$ cat src/rtl/core/joint_torque_guard_plant_step_unit_defines.svh
// Assertion macros for the joint torque guard plant step unit.
// Used by the top level; expects clk and rst_n in scope.
`ifndef JOINT_TORQUE_GUARD_PLANT_STEP_UNIT_DEFINES_SVH
`define JOINT_TORQUE_GUARD_PLANT_STEP_UNIT_DEFINES_SVH
`ifndef SYNTHESIS
`define JTG_ASSERT_ALWAYS(lbl, expr) \
    lbl: assert property (@(posedge clk) disable iff (!rst_n) (expr)) \
        else $error("jtg: invariant violated");
`define JTG_ASSERT_IMPLIES(lbl, ante, cons) \
    lbl: assert property (@(posedge clk) disable iff (!rst_n) (ante) |-> (cons)) \
        else $error("jtg: implication violated");
`define JTG_ASSERT_NEXT(lbl, ante, cons) \
    lbl: assert property (@(posedge clk) disable iff (!rst_n) (ante) |=> (cons)) \
        else $error("jtg: next-cycle check violated");
`else
`define JTG_ASSERT_ALWAYS(lbl, expr)
`define JTG_ASSERT_IMPLIES(lbl, ante, cons)
`define JTG_ASSERT_NEXT(lbl, ante, cons)
`endif
`endif

$ cat src/rtl/core/jtg_pkg.sv
// Shared types, constants and the quarter-wave sine table for the joint
// torque guard plant step unit. No dependencies.
package jtg_pkg;

    localparam int SINE_DEPTH = 256;
    localparam int SINE_ABITS = $clog2(SINE_DEPTH);
    localparam int IDX_LSB    = 30 - SINE_ABITS;
    localparam logic [63:0] HALF_PI_Q30    = 64'd1686629713;
    localparam logic [63:0] Q30_ONE        = 64'd1073741824;
    localparam logic [29:0] INV_TWO_PI_Q32 = 30'd683565276;

    localparam int MUL_A_W = 38;
    localparam int MUL_B_W = 33;
    localparam int PROD_W  = MUL_A_W + MUL_B_W;
    localparam int NET_W   = 54;
    localparam int CFG_IDX_W  = 4;
    localparam int CFG_DATA_W = 27;

    localparam logic [CFG_IDX_W-1:0] REG_TIMEOUT    = 4'd0;
    localparam logic [CFG_IDX_W-1:0] REG_MAX_TORQUE = 4'd1;
    localparam logic [CFG_IDX_W-1:0] REG_SOFT_LIMIT = 4'd2;
    localparam logic [CFG_IDX_W-1:0] REG_MAX_VEL    = 4'd3;
    localparam logic [CFG_IDX_W-1:0] REG_DAMPING    = 4'd4;
    localparam logic [CFG_IDX_W-1:0] REG_GRAVITY    = 4'd5;
    localparam logic [CFG_IDX_W-1:0] REG_DT_INERTIA = 4'd6;
    localparam logic [CFG_IDX_W-1:0] REG_TIME_STEP  = 4'd7;

    localparam logic MODE_COMMAND = 1'b0;

    typedef enum logic [3:0] {
        S_IDLE, S_PHASE, S_INTERP, S_GRAV, S_DAMP, S_DT, S_VEL, S_POS, S_ANGLE, S_OUT
    } state_t;

    typedef enum logic [2:0] {
        MS_PHASE, MS_INTERP, MS_GRAV, MS_DAMP, MS_DT, MS_POS
    } mul_sel_t;

    typedef struct packed {
        logic     store;
        logic     tick;
        logic     mul_en;
        mul_sel_t mul_sel;
        logic     sine_load;
        logic     net_load;
        logic     rate_load;
        logic     angle_load;
    } jtg_cmd_t;

    typedef logic [30:0] sine_tab_t [0:SINE_DEPTH];

    // Q30 samples of sin over a quarter wave, Taylor series to x^17.
    function automatic sine_tab_t build_sine_tab();
        sine_tab_t tab;
        logic [63:0] x;
        logic [63:0] x2;
        logic [63:0] term;
        logic signed [63:0] sum;
        for (int i = 0; i <= SINE_DEPTH; i++)
        begin
            x    = (HALF_PI_Q30 * 64'(i)) / SINE_DEPTH;
            x2   = (x * x) >> 30;
            term = x;
            sum  = $signed(x);
            for (int k = 1; k <= 8; k++)
            begin
                term = ((term * x2) >> 30) / 64'((2 * k) * (2 * k + 1));
                if ((k & 1) != 0)
                    sum = sum - $signed(term);
                else
                    sum = sum + $signed(term);
            end
            if (sum < 0)
                sum = 0;
            if (sum > $signed(Q30_ONE))
                sum = $signed(Q30_ONE);
            tab[i] = 31'(sum);
        end
        return tab;
    endfunction

    localparam sine_tab_t SINE_TAB = build_sine_tab();

endpackage

$ cat src/rtl/core/jtg_ctrl.sv
// Sequencing state machine for the joint torque guard plant step unit.
// Depends on jtg_pkg; drives jtg_dp through jtg_cmd_t.
module jtg_ctrl
    import jtg_pkg::*;
(
    input  logic     clk,
    input  logic     rst_n,
    input  logic     in_valid,
    input  logic     in_mode,
    output logic     in_ready,
    output logic     out_valid,
    input  logic     out_ready,
    output jtg_cmd_t cmd
);

    state_t state_reg;
    state_t state_next;

    always_ff @(posedge clk or negedge rst_n)
    begin
        if (!rst_n)
            state_reg <= S_IDLE;
        else
            state_reg <= state_next;
    end

    always_comb
    begin
        state_next = state_reg;
        case (state_reg)
            S_IDLE:
            begin
                if (in_valid)
                    state_next = (in_mode == MODE_COMMAND) ? S_OUT : S_PHASE;
            end
            S_PHASE:  state_next = S_INTERP;
            S_INTERP: state_next = S_GRAV;
            S_GRAV:   state_next = S_DAMP;
            S_DAMP:   state_next = S_DT;
            S_DT:     state_next = S_VEL;
            S_VEL:    state_next = S_POS;
            S_POS:    state_next = S_ANGLE;
            S_ANGLE:  state_next = S_OUT;
            S_OUT:
            begin
                if (out_ready)
                    state_next = S_IDLE;
            end
            default:  state_next = S_IDLE;
        endcase
    end

    always_comb
    begin
        cmd       = '0;
        cmd.mul_sel = MS_PHASE;
        in_ready  = 1'b0;
        out_valid = 1'b0;
        case (state_reg)
            S_IDLE:
            begin
                in_ready  = 1'b1;
                cmd.store = in_valid && (in_mode == MODE_COMMAND);
            end
            S_PHASE:
            begin
                cmd.tick    = 1'b1;
                cmd.mul_en  = 1'b1;
                cmd.mul_sel = MS_PHASE;
            end
            S_INTERP:
            begin
                cmd.mul_en    = 1'b1;
                cmd.mul_sel   = MS_INTERP;
                cmd.sine_load = 1'b1;
            end
            S_GRAV:
            begin
                cmd.mul_en  = 1'b1;
                cmd.mul_sel = MS_GRAV;
            end
            S_DAMP:
            begin
                cmd.mul_en   = 1'b1;
                cmd.mul_sel  = MS_DAMP;
                cmd.net_load = 1'b1;
            end
            S_DT:
            begin
                cmd.mul_en  = 1'b1;
                cmd.mul_sel = MS_DT;
            end
            S_VEL:    cmd.rate_load = 1'b1;
            S_POS:
            begin
                cmd.mul_en  = 1'b1;
                cmd.mul_sel = MS_POS;
            end
            S_ANGLE:  cmd.angle_load = 1'b1;
            S_OUT:    out_valid = 1'b1;
            default:  cmd = '0;
        endcase
    end

endmodule

$ cat config.mk
export PLATFORM = sky130hd
export DESIGN_NAME = jtg_ctrl
export DESIGN_NICKNAME = d
export VERILOG_FILES = /design/src/rtl/core/joint_torque_guard_plant_step_unit_defines.svh /design/src/rtl/core/jtg_pkg.sv /design/src/rtl/core/jtg_ctrl.sv
export SDC_FILE = /design/constraint.sdc
export NUM_CORES = 1
export LEC_CHECK = 0
export ABC_CLOCK_PERIOD_IN_PS = 1200
export BUFFER_PORTS_ARGS = -buffer_cell sky130_fd_sc_hd__buf_4
export CORE_AREA = 5 5 42 44
export CTS_CLUSTER_SIZE = 30
export DETAILED_ROUTE_END_ITERATION = 8
export DIE_AREA = 0 0 47 49
export GPL_ROUTABILITY_DRIVEN = 0
export PLACE_DENSITY = 0.59
export SYNTH_ARGS = -nofsm -noshare
export SYNTH_HDL_FRONTEND = slang
export SYNTH_SLANG_ARGS = --single-unit
$ cat constraint.sdc
create_clock -name clk -period 1.2 [get_ports clk]
set_input_delay 0.3 -clock clk [delete_from_list [all_inputs] [get_ports clk]]
set_output_delay 0.3 -clock clk [all_outputs]
set_load 0.01 [all_outputs]
==> results of run 1 <==
## metrics by stage
stage | utilization (%) | power, mW | instances | setup WS (ns) | TNS, ns
after CTS | 51.0 | 2.24 | 90 | -0.392 | -4.10
after global routing | 60.7 | 2.99 | 96 | -0.453 | -4.96
after detailed placement | 42.0 | 1.74 | 82 | -0.214 | -1.57
after floorplan | - | 1.21 | 44 | -0.154 | -0.500
after global placement | 42.0 | 1.74 | 82 | -0.205 | -1.53
final | 60.7 | 2.79 | 96 | -0.385 | -4.11
## Yosys cell counts, drive strengths merged
cell,n
a221oi,1
nor4,1
nand2b,3
and3b,1
a21oi,5
a21boi,1
nor3,4
nor3b,2
dfrtp,4
xnor2,1
and3,1
buf,5
o32ai,1
nor2,5
nand3,1
inv,1
or2,1
nand2,6
## layout make-up
cell class                 instances  area (sq um)  area share (%)
clock buffer                       3          22.5            2.65
multi-input combinational         34           330            38.8
timing repair buffer              38           369            43.4
sequential                         4           105            12.4
inverter                           1          3.75           0.441
tap                               16          20.0            2.35
## worst min-delay path by stage
| stage | slack [ns] | endpoint | cells past startpoint |
|---|---|---|---|
| floorplan | 0.004 | state_reg[0] | 0 |
| global placement | 0.1 | state_reg[0] | 1 |
| detailed placement | 0.1 | state_reg[0] | 1 |
| CTS | 0.35 | state_reg[0] | 3 |
| global route | 0.41 | state_reg[0] | 3 |
| finish | 0.40 | state_reg[0] | 2 |
## what timing repair did
action                                 in CTS  in global routing
hold buffers                                1                  0
buffers inserted                            5                  7
resized for setup                          16                 17
setup endpoints to repair                  14                 14
endpoints found under the hold margin       4                  0
pin swaps                                   9                  6
## cells in the final DEF (no fill, tap or decap), types with 2 or more instances in the layout
| cell | instances |
|---|---|
| clkbuf_4 | 3 |
| a21oi_2 | 3 |
| buf_4 | 21 |
| nand2_1 | 6 |
| buf_12 | 2 |
| dfrtp_2 | 4 |
| a21oi_1 | 2 |
| nor3_4 | 2 |
| buf_6 | 13 |
| nor3_2 | 2 |
| nand2b_4 | 2 |
| nor2_2 | 3 |
## where the power goes
| part | switching, mW | internal (mW) |
|---|---|---|
| combinational | 0.954 | 1.32 |
| clock | 0.0574 | 0.112 |
| sequential | 0.135 | 0.217 |
| total | 1.15 | 1.65 |
## cells by family (layout without fill, tap and decap cells)
family	after synthesis	in the layout	synth area share (%)
simple gates	25	25	40.2
compound gates	8	8	16.6
buf+inv	6	42	11.1
flops	4	4	29.5
xor+xnor	1	1	2.58
## per-layer routing
layer,GRT usage (%),vias to the layer above,part of all wire (%)
met1,12.8,225,35
li1,-,223,-
met4,2.76,0,0
met3,5.90,0,3.6
met2,20.1,10,61
met5,0,-,0
==> flow_metrics.py, run 1 <==
metrics = {
    "placed_design": {
        "numPortBuffers": 16,
        "placed_area_sq_um": 588,
        "dp_hpwl_um": 727,
    },
    "critical_path": {
        "worstSetupPathDepth": 4,
        "crit_type": "reg -> out",
        "path_buf_inv": 2,
        "rrSetupSlack_ns": -0.18,
        "timing.rr.end": "state_reg[0]",
        "cp_data_arrival_time_ns": 1.28,
        "rr_startpoint": "state_reg[2]",
        "cpLargestDelayFamily": "flip-flops",
        "slowest_delay_ns": 0.46,
        "cpMaxStageDelayCell": "dfrtp_2",
        "endpoint": "out_valid",
        "path_cells": "or2_4 -> buf_12 -> nor2_4 -> buf_6",
        "crit_path_max_fanout": 7,
        "worstSetupEndpointType": "output pin",
        "required_ns": 0.90,
        "r2r_cells": 4,
        "worst_setup_path_start_kind": "flop",
        "cp-startpoint": "state_reg[2]",
    },
    "drt": {
        "vias": 458,
        "ant_nets": 0,
        "totalWireLength_mm": 1.37,
        "drc_errors": 0,
        "wl_per_cell_um": 14.2,
        "dr.pass1.iters": 1,
        "viasPerCell": 4.77,
        "drtIter0Drc": 0,
    },
    "clocking": {
        "cts_buffer_depth": 2,
        "cts_tree": "done",
        "root_buffer": "clkbuf_4",
        "cts.reportedPaths.clkPinSlew_ns": 0.04,
        "clock_sinks": 4,
        "clock_latency_ns": 0.24,
        "cts.htree.levels": 1,
        "cts_buffers": 3,
    },
    "synth": {
        "ys_warn_count": 0,
        "yosysSeqAreaShare_pct": 29.5,
        "synth-seq-cells": 4,
        "syn_avg_cell_area_sq_um": 7.71,
        "synth_nets": 49,
        "synth_area_sq_um": 339,
        "syn_inst": 44,
        "synth_area_leaders": "dfrtp_1, a21oi_1, nand2_1",
        "synth_cell_types": 20,
        "synth_top_area_share_pct": 29.5,
        "synth.largest_area_cell": "dfrtp_1",
    },
    "global_route": {
        "grt_pass1_vias": 440,
        "grt-ovfl-total": 0,
        "grt_pass1_wl_mm": 1.97,
        "grt_usage_pct": 11.9,
        "antenna_found_initial": 0,
        "grt_max_degree": 8,
    },
    "timing": {
        "min_period_over_period_pct": 132,
        "rsz0062_at_grt": "true",
        "fmax_mhz": 631,
        "tightest_slew_ns": 0.232,
        "worst_slack_ns": -0.385,
        "layout_min_cycle_time_ns": 1.58,
        "hold_viol": 0,
        "drv_slew": 0,
        "clock_skew_ns": 0.000350,
        "relSlewSlack_pct": 84.5,
        "hold-worst-slack_ns": 0.404,
        "finalSetupViolCount": 14,
    },
    "pwr": {
        "ir_worst_vdd_mv": 1.71,
        "power_density_nw_per_um2": 3280,
        "leakagePower_nw": 0.371,
    },
    "floorplan": {
        "rows": 14,
        "die_area_sq_um": 2300,
        "coreArea_sq_um": 1400,
        "io_pins": 17,
        "dieWidth_um": 47,
        "die_h_um": 49,
        "start_util_pct": 24.2,
    },
    "finish": {
        "fin_nets": 87,
        "largest_register_ffs": 4,
        "drive_gt1_share_pct": 80.0,
        "antenna_cells": 0,
        "final_area_sq_um": 851,
        "fillers": 123,
        "syn2layout_area_growth_pct": 151,
    },
    "job": {
        "drv_cap": 0,
    },
    "worst_hold_path": {
        "hp-class": "in -> async",
    },
    "run_status": {
        "status": "finished with violations",
        "violations": "setup timing",
    },
}
No activity file was read; power rests on OpenSTA's default activity.
==> run 2, diff against run 1 <==
ABC_AREA = 1   (was unset)
==> run 2 against run 1 <==
Compared with the run above: the run still ends with setup timing left; power fell by 28%; global-route usage rose by 0.73 points; largest power group unchanged; critical path depth did not move; worst setup slack improved by 0.078 ns; first-iteration DRC count rose by 4; sequential cell count did not move; sequential share of layout area rose by 1.6 points; combinational power fell by 33%; non-clock buffer count rose by 1; hold slack got worse by 0.021 ns; critical path type unchanged; cell count rose by 17%; wire length fell by 5.0%; highest routed layer unchanged.
==> flow_metrics.py, run 2 <==
metrics = {
    "pwr": {
        "combPwrFrac_pct": 75.3,
        "pwr-share-seq_pct": 16.6,
        "leakagePower_nw": 0.429,
        "p_switching_mw": 0.875,
        "switching_share_pct": 43.5,
        "p_clk_share_pct": 8.1,
        "power_density_nw_per_um2": 2660,
        "intPower_mw": 1.14,
        "ir_worst_vdd_mv": 1.24,
    },
    "drt": {
        "drc_errors": 0,
        "drtIter0Drc": 4,
        "dr.pass1.iters": 4,
        "ant_nets": 0,
        "vias": 476,
        "viasPerCell": 4.25,
        "wl_per_cell_um": 11.6,
        "totalWireLength_mm": 1.30,
    },
    "critical_path": {
        "cpMaxStageDelayCell": "dfrtp_2",
        "path_cells": "nor2_4 -> nand3b_1 -> nor2_2 -> buf_4",
        "required_ns": 0.90,
        "cp_data_arrival_time_ns": 1.21,
        "crit_type": "reg -> out",
        "worstSetupEndpointType": "output pin",
        "worst_setup_path_start_kind": "flop",
        "slowest_delay_ns": 0.44,
        "crit_path_max_fanout": 5,
    },
    "timing": {
        "finalSetupViolCount": 14,
        "fmax_mhz": 664,
        "min_period_over_period_pct": 126,
        "clock_skew_ns": 0.00432,
        "drv_slew": 0,
        "tightest_slew_ns": 0.171,
        "rsz0062_at_grt": "true",
        "hold-worst-slack_ns": 0.383,
        "hold_viol": 0,
        "worst_slack_ns": -0.306,
        "relSlewSlack_pct": 88.6,
        "layout_min_cycle_time_ns": 1.51,
    },
    "synth": {
        "syn_avg_cell_area_sq_um": 6.21,
        "ys_warn_count": 0,
        "synth-seq-cells": 4,
        "syn_inst": 54,
        "synth_async_sr_flop_share_pct": 100,
        "synth_top_area_share_pct": 29.9,
        "synth-edff-count": 0,
        "synth.largest_area_cell": "dfrtp_1",
        "synth_ff_type": "dfrtp_1",
        "synth_cell_types": 15,
        "synth_common_cells": "nand2_1, inv_1, nor2_1",
        "synth_area_leaders": "dfrtp_1, nand2_1, inv_1",
        "synth_nets": 59,
        "synth.most_common_cell": "nand2_1",
        "yosysSeqAreaShare_pct": 29.9,
        "synth_area_sq_um": 335,
    },
    "clocking": {
        "clock_latency_ns": 0.23,
        "cts_buffer_depth": 2,
        "cts.reportedPaths.clkPinSlew_ns": 0.04,
        "cts.htree.levels": 1,
        "cts_buffers": 3,
        "cts_tree": "done",
        "root_buffer": "clkbuf_4",
        "clock_sinks": 4,
    },
    "floorplan": {
        "start_util_pct": 23.9,
        "die_area_sq_um": 2300,
        "rows": 14,
        "dieWidth_um": 47,
        "io_pins": 17,
        "die_h_um": 49,
        "coreArea_sq_um": 1400,
    },
    "finish": {
        "fin_nets": 103,
        "largest_register_ffs": 4,
        "final_common_cell": "buf_4",
        "final_cell_mix": "buf_4, nand2_1, inv_1",
        "drive_gt1_share_pct": 71.9,
        "antenna_cells": 0,
        "regArea_sq_um": 105,
        "fillers": 144,
        "syn2layout_area_growth_pct": 125,
        "multiInputGateArea_sq_um": 238,
    },
    "global_route": {
        "antenna_found_initial": 0,
        "grt_pass1_vias": 477,
        "grt_usage_pct": 12.7,
        "grt_max_degree": 6,
        "grt_pass1_wl_mm": 2.05,
        "grt-ovfl-total": 0,
    },
    "placed_design": {
        "dp_hpwl_um": 832,
        "post-place-ws_ns": -0.110,
        "numPortBuffers": 16,
    },
    "job": {
        "drv_cap": 0,
    },
    "worst_hold_path": {
        "hp-class": "in -> reg",
    },
    "run_status": {
        "status": "finished with violations",
        "violations": "setup timing",
    },
}
run 2: kinds of logic after synthesis:
logic type	share of synthesized area (%)
simple gates	48.9
buf+inv	16.8
flops	29.9
compound gates	4.48
run 2: repair_timing:
item | 4_1_cts | 5_1_grt
setup endpoints to repair | 12 | 14
hold buffers | 1 | 0
hold endpoints to repair | 4 | 0
pin swaps | 3 | 7
resized for setup | 16 | 9
setup buffers | 9 | 4
run 2: worst max-delay path: cells and delay by family, from the launching register on:
family,cells,cell delay (ns)
buffers and inverters,1,0.12
flip-flops,1,0.44
AND/OR/NAND/NOR,3,0.42
run 2: path summary, 6_finish.rpt:
kind | start | to | slack (ns) | cells past startpoint
worst max register to register | state_reg[2] | state_reg[3] | -0.11 | 9
min in group asynchronous | rst_n | state_reg[2] | 0.40 | 2
worst min register to register | state_reg[3] | state_reg[1] | 0.64 | 2
worst max-delay path | state_reg[2] | cmd[9] | -0.31 | 4
max in group asynchronous | rst_n | state_reg[1] | 0.68 | 2
worst min-delay path | out_ready | state_reg[0] | 0.38 | 4
run 2: per-layer routing:
layer	GRT usage (%)	routed length, um	vias to the layer above
li1	-	-	245
met1	14.3	467	220
met2	21.0	755	11
met3	5.90	75	0
met4	2.76	0	0
met5	0	0	-
run 2: area by class of cell:
| type | count | share of cell area, % |
|---|---|---|
| tap | 16 | 2.65 |
| inverter | 15 | 7.45 |
| timing repair buffer | 39 | 41.6 |
| multi-input combinational | 35 | 31.5 |
| sequential | 4 | 13.9 |
| clock buffer | 3 | 2.98 |
run 2: per-stage QoR:
| step | power, mW | TNS (ns) | cells | utilization [%] | area, sq um |
|---|---|---|---|---|---|
| after CTS | 1.92 | -3.32 | 112 | 52.0 | 728 |
| final | 2.01 | -3.17 | 112 | 53.9 | 756 |
| after detailed placement | 1.43 | -0.735 | 99 | 41.4 | 581 |
| after global placement | 1.42 | -0.583 | 99 | 41.4 | 581 |
| after global routing | 2.19 | -4.39 | 112 | 53.9 | 756 |
| after floorplan | 0.811 | -0.00539 | 54 | - | 343 |
run 2: power groups by stage:
| stage | sequential, mW | clock, mW | combinational [mW] |
|---|---|---|---|
| floorplan | 0.285 | 0 | 0.526 |
| global placement | 0.284 | 0 | 1.14 |
| detailed placement | 0.285 | 0 | 1.15 |
| CTS | 0.327 | 0.173 | 1.42 |
| global route | 0.349 | 0.188 | 1.65 |
| finish | 0.335 | 0.163 | 1.52 |
==> run 3, diff against run 2 <==
ABC_CLOCK_PERIOD_IN_PS = 1300   (was 1200)
clock period = 1.3 ns   (was 1.2 ns; I/O delays follow)
==> run 3 against run 2 <==
Compared with the run above: the run still ends with setup timing left; critical path depth stayed put; worst setup slack better by 0.086 ns; die area stayed put; hold slack better by 0.016 ns; via count is 11% lower; cell area is 15% lower; first-iteration DRC count is 75% higher; combinational power is 25% lower; sequential power is 10% lower; largest cell class unchanged.
==> flow_metrics.py, run 3 (synthesis results as in run 2) <==
metrics = {
    "timing": {
        "hold_viol": 0,
        "fmax_mhz": 658,
        "clock_skew_ns": 0.000844,
        "tightest_slew_ns": 0.167,
        "worst_slack_ns": -0.220,
        "drv_slew": 0,
        "fin_tns_setup_ns": -2.29,
        "relSlewSlack_pct": 88.8,
        "finalSetupViolCount": 14,
        "min_period_over_period_pct": 117,
        "rsz0062_at_grt": "true",
        "layout_min_cycle_time_ns": 1.52,
    },
    "floorplan": {
        "io_pins": 17,
        "dieWidth_um": 47,
        "coreArea_sq_um": 1400,
        "die_area_sq_um": 2300,
        "die_h_um": 49,
        "start_util_pct": 23.9,
        "rows": 14,
    },
    "clocking": {
        "cts_buffer_depth": 2,
        "cts_tree": "done",
        "cts_buffers": 3,
        "clock_latency_ns": 0.23,
        "root_buffer": "clkbuf_4",
        "clock_sinks": 4,
        "cts.reportedPaths.clkPinSlew_ns": 0.03,
        "cts.htree.levels": 1,
    },
    "critical_path": {
        "cpMaxStageDelayCell": "dfrtp_2",
        "cp-startpoint": "state_reg[2]",
        "path_cells": "nor2_4 -> inv_2 -> nor3_1 -> buf_4",
        "worstSetupEndpointType": "output pin",
        "worst_setup_path_start_kind": "flop",
        "rr_startpoint": "state_reg[0]",
        "path_buf_inv": 2,
        "required_ns": 0.98,
        "cpLargestDelayFamily": "flip-flops",
        "crit_type": "reg -> out",
        "crit_path_max_fanout": 5,
        "slowest_delay_ns": 0.43,
        "cp_data_arrival_time_ns": 1.20,
    },
    "finish": {
        "multiInputGateArea_sq_um": 215,
        "fin_nets": 92,
        "fin_util_pct": 45.8,
        "final_cell_mix": "buf_4, nand2_1, inv_1",
        "final_common_cell": "buf_4",
        "syn2layout_area_growth_pct": 91.4,
        "drive_gt1_share_pct": 63.5,
        "antenna_cells": 0,
        "largest_register_ffs": 4,
        "regArea_sq_um": 105,
        "fillers": 160,
    },
    "pwr": {
        "intPower_mw": 0.867,
        "combPwrFrac_pct": 71.9,
        "power_density_nw_per_um2": 2470,
        "ir_worst_vdd_mv": 1.12,
        "pwr-share-seq_pct": 19.0,
        "p_clk_share_pct": 9.1,
        "switching_share_pct": 45.3,
        "leakagePower_nw": 0.371,
        "p_switching_mw": 0.719,
    },
    "global_route": {
        "antenna_found_initial": 0,
        "grt-ovfl-total": 0,
        "grt_pass1_wl_mm": 1.57,
        "grt_max_degree": 6,
        "grt_pass1_vias": 441,
        "grt_usage_pct": 9.10,
    },
    "drt": {
        "viasPerCell": 4.21,
        "totalWireLength_mm": 1.06,
        "drtIter0Drc": 7,
        "vias": 425,
        "wl_met2_um": 565,
        "routed.top_layer": "met4",
        "drc_errors": 0,
        "wl_met1_um": 402,
        "wl_per_cell_um": 10.5,
        "dr.pass1.iters": 2,
        "ant_nets": 0,
        "dr_wl_met3_um": 52,
    },
    "worst_hold_path": {
        "min_from": "out_ready",
        "hp-class": "in -> reg",
    },
    "run_status": {
        "violations": "setup timing",
        "status": "finished with violations",
    },
    "placed_design": {
        "dp_hpwl_um": 802,
        "numPortBuffers": 16,
    },
    "job": {
        "drv_cap": 0,
    },
}
## run 3: metal layers
layer / vias up / track usage (%)
li1: 223 / -
met1: 188 / 9.29
met2: 10 / 15.6
met3: 4 / 3.32
met4: 0 / 4.15
met5: - / 0
## run 3: area by class of cell
type | count | area share [%]
clock buffers | 3 | 3.51
well taps | 16 | 3.12
inverters | 15 | 9.16
multi-input cells | 35 | 33.5
flip-flops and latches | 4 | 16.4
repair buffers | 28 | 34.3
## run 3: timing repair
| item | CTS | global route |
|---|---|---|
| pin swaps | 2 | 3 |
| cloned | 0 | 0 |
| endpoints found under the hold margin | 4 | 0 |
| endpoints found under the setup margin | 12 | 14 |
| hold buffers | 1 | 0 |
| buffers inserted | 3 | 0 |
| gates resized for setup | 12 | 8 |
## run 3: power by group through the flow
stage	clock network (mW)	logic (mW)	registers (mW)
after floorplan	0	0.476	0.258
after global placement	0	0.949	0.256
after detailed placement	0	0.946	0.256
after CTS	0.152	1.08	0.285
after global routing	0.157	1.23	0.309
final	0.145	1.14	0.301
## run 3: path summary, 6_finish.rpt
kind,end,cells past startpoint,slack [ns]
worst max-delay path,in_ready,4,-0.22
worst min-delay path,state_reg[3],4,0.40
worst max register to register,state_reg[3],11,-0.13
worst min register to register,state_reg[1],2,0.62
max in group asynchronous,state_reg[3],2,0.76
min in group asynchronous,state_reg[1],2,0.43
## run 3: worst reg2reg max path: cells and delay by family, from the launching register on
family / cells / cell delay, ns
buffers and inverters: 6 / 0.50
flip-flops: 1 / 0.44
AND/OR/NAND/NOR: 5 / 0.39
## run 3: through the flow
stage	instance area (sq um)	hold WS (ns)	std cells	total power, mW	setup slack (ns)
CTS	622	0.394	101	1.52	-0.219
detailed placement	536	0.124	94	1.20	-0.0257
global route	642	0.420	101	1.70	-0.280
global placement	536	0.123	94	1.21	-0.0325
finish	642	0.399	101	1.59	-0.220
floorplan	335	0.0294	54	0.734	0.0217
